--- src/rtl/pff_pkg.sv ---
package pff_pkg;

    localparam int BUFFER_DEPTH = 128;

    localparam int FRAME_LEN = 32;
    localparam int SUM_LEN   = 30;
    localparam int SUM_W     = 13;
    localparam int AGE_W     = 12;

    localparam logic [7:0] HEAD_A = 8'h42;
    localparam logic [7:0] HEAD_B = 8'h4D;

    localparam logic [AGE_W-1:0] AGE_MAX   = {AGE_W{1'b1}};
    localparam logic [AGE_W-1:0] AGE_LIMIT = AGE_W'(BUFFER_DEPTH - 33);

    localparam logic CMD_BYTE = 1'b0;
    localparam logic CMD_POLL = 1'b1;

    typedef struct packed {
        logic        found;
        logic [15:0] pm25;
    } t_frame_status;

endpackage

--- src/rtl/pff_window.sv ---
module pff_window
    import pff_pkg::*;
(
    input  logic          i_clk,
    input  logic          i_rst_n,
    input  logic          i_byte_en,
    input  logic [7:0]    i_byte,
    output t_frame_status o_status
);

    logic [7:0]       r_win [FRAME_LEN];
    logic [SUM_W-1:0] r_sum;
    logic [15:0]      r_reading;
    logic [AGE_W-1:0] r_age;
    logic             r_seen;

    logic [SUM_W-1:0] n_sum;
    logic             n_hit;
    logic [AGE_W-1:0] n_age;

    always_comb begin
        n_sum = r_sum + SUM_W'(r_win[SUM_LEN]) - SUM_W'(r_win[0]);
        n_hit = (r_win[1] == HEAD_A) && (r_win[2] == HEAD_B)
              && ({r_win[FRAME_LEN-1], i_byte} == 16'(n_sum));
        if (n_hit) begin
            n_age = '0;
        end else if (r_age != AGE_MAX) begin
            n_age = r_age + AGE_W'(1);
        end else begin
            n_age = r_age;
        end
    end

    always_ff @(posedge i_clk) begin
        if (!i_rst_n) begin
            for (int i = 0; i < FRAME_LEN; i++) begin
                r_win[i] <= '0;
            end
            r_sum     <= '0;
            r_reading <= '0;
            r_age     <= AGE_MAX;
            r_seen    <= 1'b0;
        end else if (i_byte_en) begin
            for (int i = 0; i < FRAME_LEN - 1; i++) begin
                r_win[i] <= r_win[i+1];
            end
            r_win[FRAME_LEN-1] <= i_byte;
            r_sum <= n_sum;
            r_age <= n_age;
            if (n_hit) begin
                r_reading <= {r_win[7], r_win[8]};
                r_seen    <= 1'b1;
            end
        end
    end

    assign o_status.found = r_seen && (r_age <= AGE_LIMIT);
    assign o_status.pm25  = r_reading;

endmodule

--- src/rtl/particulate_frame_finder.sv ---
// Particulate frame finder: takes one transfer per clock on the slave side, either a received
// sensor byte (tuser = 0) or a poll (tuser = 1). Bytes pass through a 32-byte window that is
// checked for a valid frame at every byte offset; a valid frame latches its PM2.5 word. Each
// poll yields one result: the poll is held in the input register until the output register is
// free, then its result is registered in the output register and offered on the master side.
// The result carries the latched reading and a found flag that is set while the latest valid
// frame ended at most BUFFER_DEPTH-33 bytes ago. Bytes yield no result. Throughput is one item
// per cycle, set by the single input register feeding the window logic and the output
// register; the slave side stalls only while a poll waits behind an untaken result. After
// reset the window reads as zeros and no frame is held.
module particulate_frame_finder
    import pff_pkg::*;
(
    input  logic        i_clk,
    input  logic        i_rst_n,
    input  logic        s_axis_tvalid,
    output logic        s_axis_tready,
    input  logic [7:0]  s_axis_tdata,   // [7:0] byte_value
    input  logic        s_axis_tuser,   // [0] command
    output logic        m_axis_tvalid,
    input  logic        m_axis_tready,
    output logic [15:0] m_axis_tdata,   // [15:0] pm25_level
    output logic        m_axis_tuser    // [0] found
);

    logic        r_in_valid;
    logic        r_in_cmd;
    logic [7:0]  r_in_byte;
    logic        r_out_valid;
    logic        r_out_found;
    logic [15:0] r_out_pm25;

    logic          w_out_free;
    logic          w_advance;
    logic          w_byte_en;
    logic          w_poll_fire;
    t_frame_status w_status;

    assign w_out_free    = !r_out_valid || m_axis_tready;
    assign w_advance     = r_in_valid && ((r_in_cmd == CMD_BYTE) || w_out_free);
    assign w_byte_en     = r_in_valid && (r_in_cmd == CMD_BYTE);
    assign w_poll_fire   = r_in_valid && (r_in_cmd == CMD_POLL) && w_out_free;
    assign s_axis_tready = !r_in_valid || w_advance;

    always_ff @(posedge i_clk) begin
        if (!i_rst_n) begin
            r_in_valid <= 1'b0;
        end else if (s_axis_tready) begin
            r_in_valid <= s_axis_tvalid;
        end
    end

    always_ff @(posedge i_clk) begin
        if (s_axis_tready && s_axis_tvalid) begin
            r_in_cmd  <= s_axis_tuser;
            r_in_byte <= s_axis_tdata;
        end
    end

    pff_window u_window (
        .i_clk     (i_clk),
        .i_rst_n   (i_rst_n),
        .i_byte_en (w_byte_en),
        .i_byte    (r_in_byte),
        .o_status  (w_status)
    );

    always_ff @(posedge i_clk) begin
        if (!i_rst_n) begin
            r_out_valid <= 1'b0;
        end else if (w_poll_fire) begin
            r_out_valid <= 1'b1;
        end else if (m_axis_tready) begin
            r_out_valid <= 1'b0;
        end
    end

    always_ff @(posedge i_clk) begin
        if (w_poll_fire) begin
            r_out_found <= w_status.found;
            r_out_pm25  <= w_status.pm25;
        end
    end

    assign m_axis_tvalid = r_out_valid;
    assign m_axis_tdata  = r_out_pm25;
    assign m_axis_tuser  = r_out_found;

endmodule

--- config.mk ---
export PLATFORM = sky130hd
export DESIGN_NAME = particulate_frame_finder
export DESIGN_NICKNAME = d
export VERILOG_FILES = /design/src/rtl/pff_pkg.sv /design/src/rtl/pff_window.sv /design/src/rtl/particulate_frame_finder.sv
export SDC_FILE = /design/constraint.sdc
export NUM_CORES = 1
export LEC_CHECK = 0
export BUFFER_PORTS_ARGS = -buffer_cell sky130_fd_sc_hd__buf_4
export CORE_MARGIN = 2
export CORE_UTILIZATION = 50
export CTS_CLUSTER_DIAMETER = 100
export DETAILED_ROUTE_END_ITERATION = 8
export PLACE_DENSITY = 0.66
export SKIP_LAST_GASP = 1
export SLEW_MARGIN = 10
export SYNTH_ARGS = -nofsm -noshare
export SYNTH_HDL_FRONTEND = slang
export SYNTH_HIERARCHICAL = 1
export SYNTH_SLANG_ARGS = --single-unit
--- constraint.sdc ---
create_clock -name i_clk -period 10.5 [get_ports i_clk]
set_input_delay 1.575 -clock i_clk [delete_from_list [all_inputs] [get_ports i_clk]]
set_output_delay 1.575 -clock i_clk [all_outputs]
set_load 0.005 [all_outputs]
# Word-level counts from Yosys, hierarchy flattened
# Memories as Yosys holds them, arrays and structs flattened.
# Index checks and enable logic that the tools add are counted.
# word_totals
memories	1
reg_bits	70
output_inout_bits	19
word_cells	109
input_bits	13
ramBits	256
# memory_table
memory	words	word_bits	read_ports	rd_ports_with_merged_regs	write_ports	line	rtl
u_window.r_win	32	8	32	0	32	pff_window.sv:11	logic [7:0] r_win [FRAME_LEN];
# op_classes
addsub	3
reduce_logical	17
bitwise_logic	33
n_mux	40
n_eq_ne	4
magnitude_cmp	1
# ops
operator	count
two-way mux 8 bit	32
bitwise OR 1 bit	32
two-way mux 12 bit	2
== test 16 x 13 -> 1 bit	1
== test 8 x 7 -> 1 bit (second input constant)	2
adder 13 x 8 -> 13 bit	1
subtractor 13 x 8 -> 13 bit	1
adder 12 x 1 -> 12 bit (second input constant)	1
less-or-equal comparator 12 x 7 -> 1 bit (second input constant)	1
inequality test 12 bit (second input constant)	1
logical AND 1 bit	8
two-way mux 1 bit	6
AND reduction 2 bit	2
nonzero test 2 bit	2
logical OR 1 bit	3
zero test 1 bit	2
inverter 1 bit	1

# Depth between registers and ports, before layout
# logic_depth
word_depth	6
ltp_mapped	16
ltp_nobuf	15

# Hierarchy
# Netlist, hierarchy kept.
# modules_own_cells
module	area_each_um2	instances	cells_each	seq_area_each_um2
pff_window	12426.9	1	907	8528.2
particulate_frame_finder	894.6	1	37	820.8

# Least setup slack after synthesis
# No wires, ideal clock.
# synth_timing
kind	input to register
from	input port i_rst_n
to	memory u_window.r_win[0][0], enable pin
t_arrival_ns	5.970
n_path_buf	1
path_slack_ns	2.566
setup_time_ns	1.964
required_time_ns	8.536
path_stages	2
cell_sequence	clkbuf_1 > nand2_1
# synth_rtl
element	line	rtl
from (decl)	particulate_frame_finder.sv:15	input logic i_rst_n,
to (decl)	pff_window.sv:11	

# Final worst setup path
# layout_timing
from	register u_window.r_sum[2]
to	register u_window.r_age[1]
# layout_via
elab_chain_len	6
elab_cells_between_ends	7
classes_between	add/sub (2); eq/ne (1); mux (1); reduce/logical (3)
# layout_rtl
element	line	rtl
from (decl)	pff_window.sv:12	logic [SUM_W-1:0] r_sum;
from (signal assigned)	pff_window.sv:48	r_sum <= n_sum;
adder 13 x 8 -> 13 bit (*)	pff_window.sv:22	n_sum = r_sum + SUM_W'(r_win[SUM_LEN]) - SUM_W'(r_win[0]);
subtractor 13 x 8 -> 13 bit (*)	pff_window.sv:22	
== test 16 x 13 -> 1 bit (*)	pff_window.sv:24	&& ({r_win[FRAME_LEN-1], i_byte} == 16'(n_sum));
logical AND 1 bit (*)	pff_window.sv:24	
nonzero test 2 bit (no source line)	--	
AND reduction 2 bit (no source line)	--	
to (signal assigned)	pff_window.sv:49	r_age <= n_age;
to (decl)	pff_window.sv:14	logic [AGE_W-1:0] r_age;
# Mark *: on every way between the ends. The rest lies on a longest branch, timed or not.
# A chain may end at the register's enable or synchronous reset.

==> flow_summary.ini <==
[timing]
finalSetupViolations = 0
hold_viol = 0
fin_worst_skew_ns = 0.0115
min_period_ns = 4.30
relSlewSlack = 0.302
tightest_slew_ns = 1.05
maxSlewViolCount = 0
clock.fmax_mhz = 233
fin_crit_sh = 0.409
finalSetupTns_ns = 0
grt_setup_unrepaired = no

[placed_design]
place.gp.congestion = 0.796
dpl.hpwl_um = 11800
portBuffers = 31

[setup_path]
path_max_fanout = 10
startpoint_type = flip-flop
worst_ep_arrival_time_ns = 4.70
path_class = reg -> reg
worstPathRequired_ns = 10.90
endpoint_kind = flip-flop

[floorplanning]
io_pins = 32
die_w_um = 167
rows = 59
core_um2 = 26100
fp.dieH_um = 167
die_area_um2 = 28000
start_util = 0.510

[synth]
synthTopCellsByArea = edfxtp_1, and3_1, dfxtp_1
syn-num-nets = 979
ys_async_sr_fraction = 0
synth_seq_cells = 326
synth_cells = 944
syn_area_um2 = 13300
synth_top_area_cell = edfxtp_1
yosys_most_used_dff = edfxtp_1
ys_types = 62
synth_edf_count = 282
avgSynthCellArea_um2 = 14.1
yosys_warnings = 6
synth_seq_area_share = 0.702
synth_top_cell_area_share = 0.636

[clock_tree]
ctsHoldBuffers = 0
path_clk_slew_ns = 0.06
clk_latency_ns = 0.51
clockRootBuffer = clkbuf_16
tritoncts = done
cts_max_level = 2
cts_setup_buffers = 0
cts.sinks = 326
clockBufferDepth = 3
cts_resized = 0
cts_buffers = 35

[routing]
wl_per_cell_um = 16.5
dr.pass1.iters = 7
final_antenna_net_count = 0
vias = 7143
drt_iter0_markers = 653
drt-vias-per-instance = 5.40
drc_errors = 5
routed_wl_um = 21800

[final_layout]
multi_input_area_um2 = 3580
fill_cells = 2102
fin_nets = 997
register_area_um2 = 9350
diodes = 0
drive_gt1_frac = 0.104
syn_to_final_growth_pct = 12.1

[outcome]
outcome = complete, but fails checks
violations = DRC

[grt]
gr-usage-all-layers = 0.156
first_global_vias = 6809
grt.overflow.total = 0
grt_start_max_net_pins = 147
grt_pass1_wl_um = 35700
antenna_found_initial = 0

[flow_run]
max-cap-violations = 0

[worst_hold_path]
hp-class = reg -> reg

[power_and_ir_drop]
ir_drop_mv = 0.136
power_mw = 2.99
power.density_nw_per_um2 = 200
p_leak_nw = 6.27
-- Yosys cell counts, types with 8 or more instances --
library cell and count:
nand2_1 18, o21ai_0 11, dfxtp_1 44, and2_1 106, inv_1 46, ha_1 14, clkbuf_1 52, a21oi_1 18
mux2i_1 25, and3_1 146, edfxtp_1 282, fa_1 8, nor2_1 56, xnor2_1 18
-- where the power goes --
group,total (mW),switching [mW],internal [mW]
sequential,1.51,0.0251,1.49
clock,1.19,0.488,0.703
combinational,0.285,0.169,0.116
total,2.99,0.682,2.31
-- metrics by stage --
step | cell area, um^2 | std cells | util | hold slack [ns] | worst slack (ns)
after detailed placement | 13800 | 1260 | 0.529 | 0.417 | 6.03
after floorplan | 13300 | 944 | - | 0.408 | 2.57
after CTS | 14900 | 1323 | 0.572 | 0.432 | 6.20
after global placement | 13800 | 1260 | 0.529 | 0.415 | 6.07
final | 14900 | 1323 | 0.572 | 0.428 | 6.20
after global routing | 14900 | 1323 | 0.572 | 0.436 | 6.02
-- worst max-delay path, stage by stage, from the launching register on --
cell	delay, ns
dfxtp_1	0.33
inv_1	0.06
fa_1	0.52
inv_1	0.05
ha_1	0.34
and2b_1	0.21
o21a_4	0.24
o211ai_4	0.29
mux2_4	0.33
or4_4	0.54
nor4_4	0.20
and2_1	0.45
nor2_1	0.24
a221o_1	0.39
-- layer usage --
| layer | share of wire | up-vias | global-route usage |
|---|---|---|---|
| li1 | - | 3455 | - |
| met1 | 0.50 | 3524 | 0.238 |
| met2 | 0.43 | 111 | 0.224 |
| met3 | 0.038 | 53 | 0.0312 |
| met4 | 0.031 | 0 | 0.0563 |
| met5 | 0 | - | 0 |
-- final timing paths --
path,startpoint,endpoint,slack [ns],depth (start not counted)
worst max-delay path,u_window/r_sum[2],u_window/r_age[1],6.20,13
worst max register to register,u_window/r_sum[2],u_window/r_age[1],6.20,13
worst min register to register,u_window/r_reading[6],m_axis_tdata[6],0.43,0
worst min-delay path,u_window/r_reading[6],m_axis_tdata[6],0.43,0
-- sequential cells by signal, indices dropped and copies added (netlist names) --
signal and flops:
m_axis_tdata 16, u_window/r_win 256, u_window/r_reading 16, u_window/r_sum 13, m_axis_tvalid 1, r_in_byte 8, r_in_valid 1, u_window/r_age 12
u_window/r_seen 1, r_in_cmd 1, m_axis_tuser 1
-- cell usage in the layout (no fill, tap or decap), types with 3 or more instances in the layout --
cell        Yosys  layout
edfxtp_1      282     282
and3_1        146     146
mux2i_1        25      25
clkbuf_1       52       7
and2_1        106     106
a221o_1         7       7
ha_1           14      14
o21ai_0        11      11
clkbuf_8        0       3
xnor3_1         3       3
nand3_1         7       7
clkinv_1        0       3
fa_1            8       8
nand2_1        18      17
nand2b_1        4       4
a31oi_1         6       6
nor3_1          4       4
dfxtp_1        44      44
buf_4           0      37
inv_1          46      46
clkbuf_16       0      36
a211oi_1        3       3
nand4_1         3       3
xnor2_1        18      18
clkinv_2        0       6
xor2_1          7       7
a21oi_1        18      18
nor2b_1         4       4
nor2_1         56      56
o21ai_1         4       4
nor4b_1         4       4
clkinvlp_4      0       3
-- logic make-up (layout without fill, tap and decap cells) --
logic type	after synthesis	after routing	share of synthesized area
AOI/OAI and AO/OA	72	72	0.0399
and+or+nand+nor	366	366	0.162
DFF	326	326	0.702
xor gates and xnor gates	28	28	0.0215
buffers and inverters	104	148	0.0301
muxes	26	26	0.0199
adders and majority gates	22	22	0.0252
-- area by class of cell --
type                            count  share of cell area
Clock inverter                     17              0.0106
Sequential cell                   326               0.626
Tap cell                          335              0.0281
Clock buffer                       46              0.0648
Inverter                           47              0.0118
Multi-Input combinational cell    514               0.240
Timing Repair Buffer               38              0.0193
No activity file was read; power rests on OpenSTA's default activity.
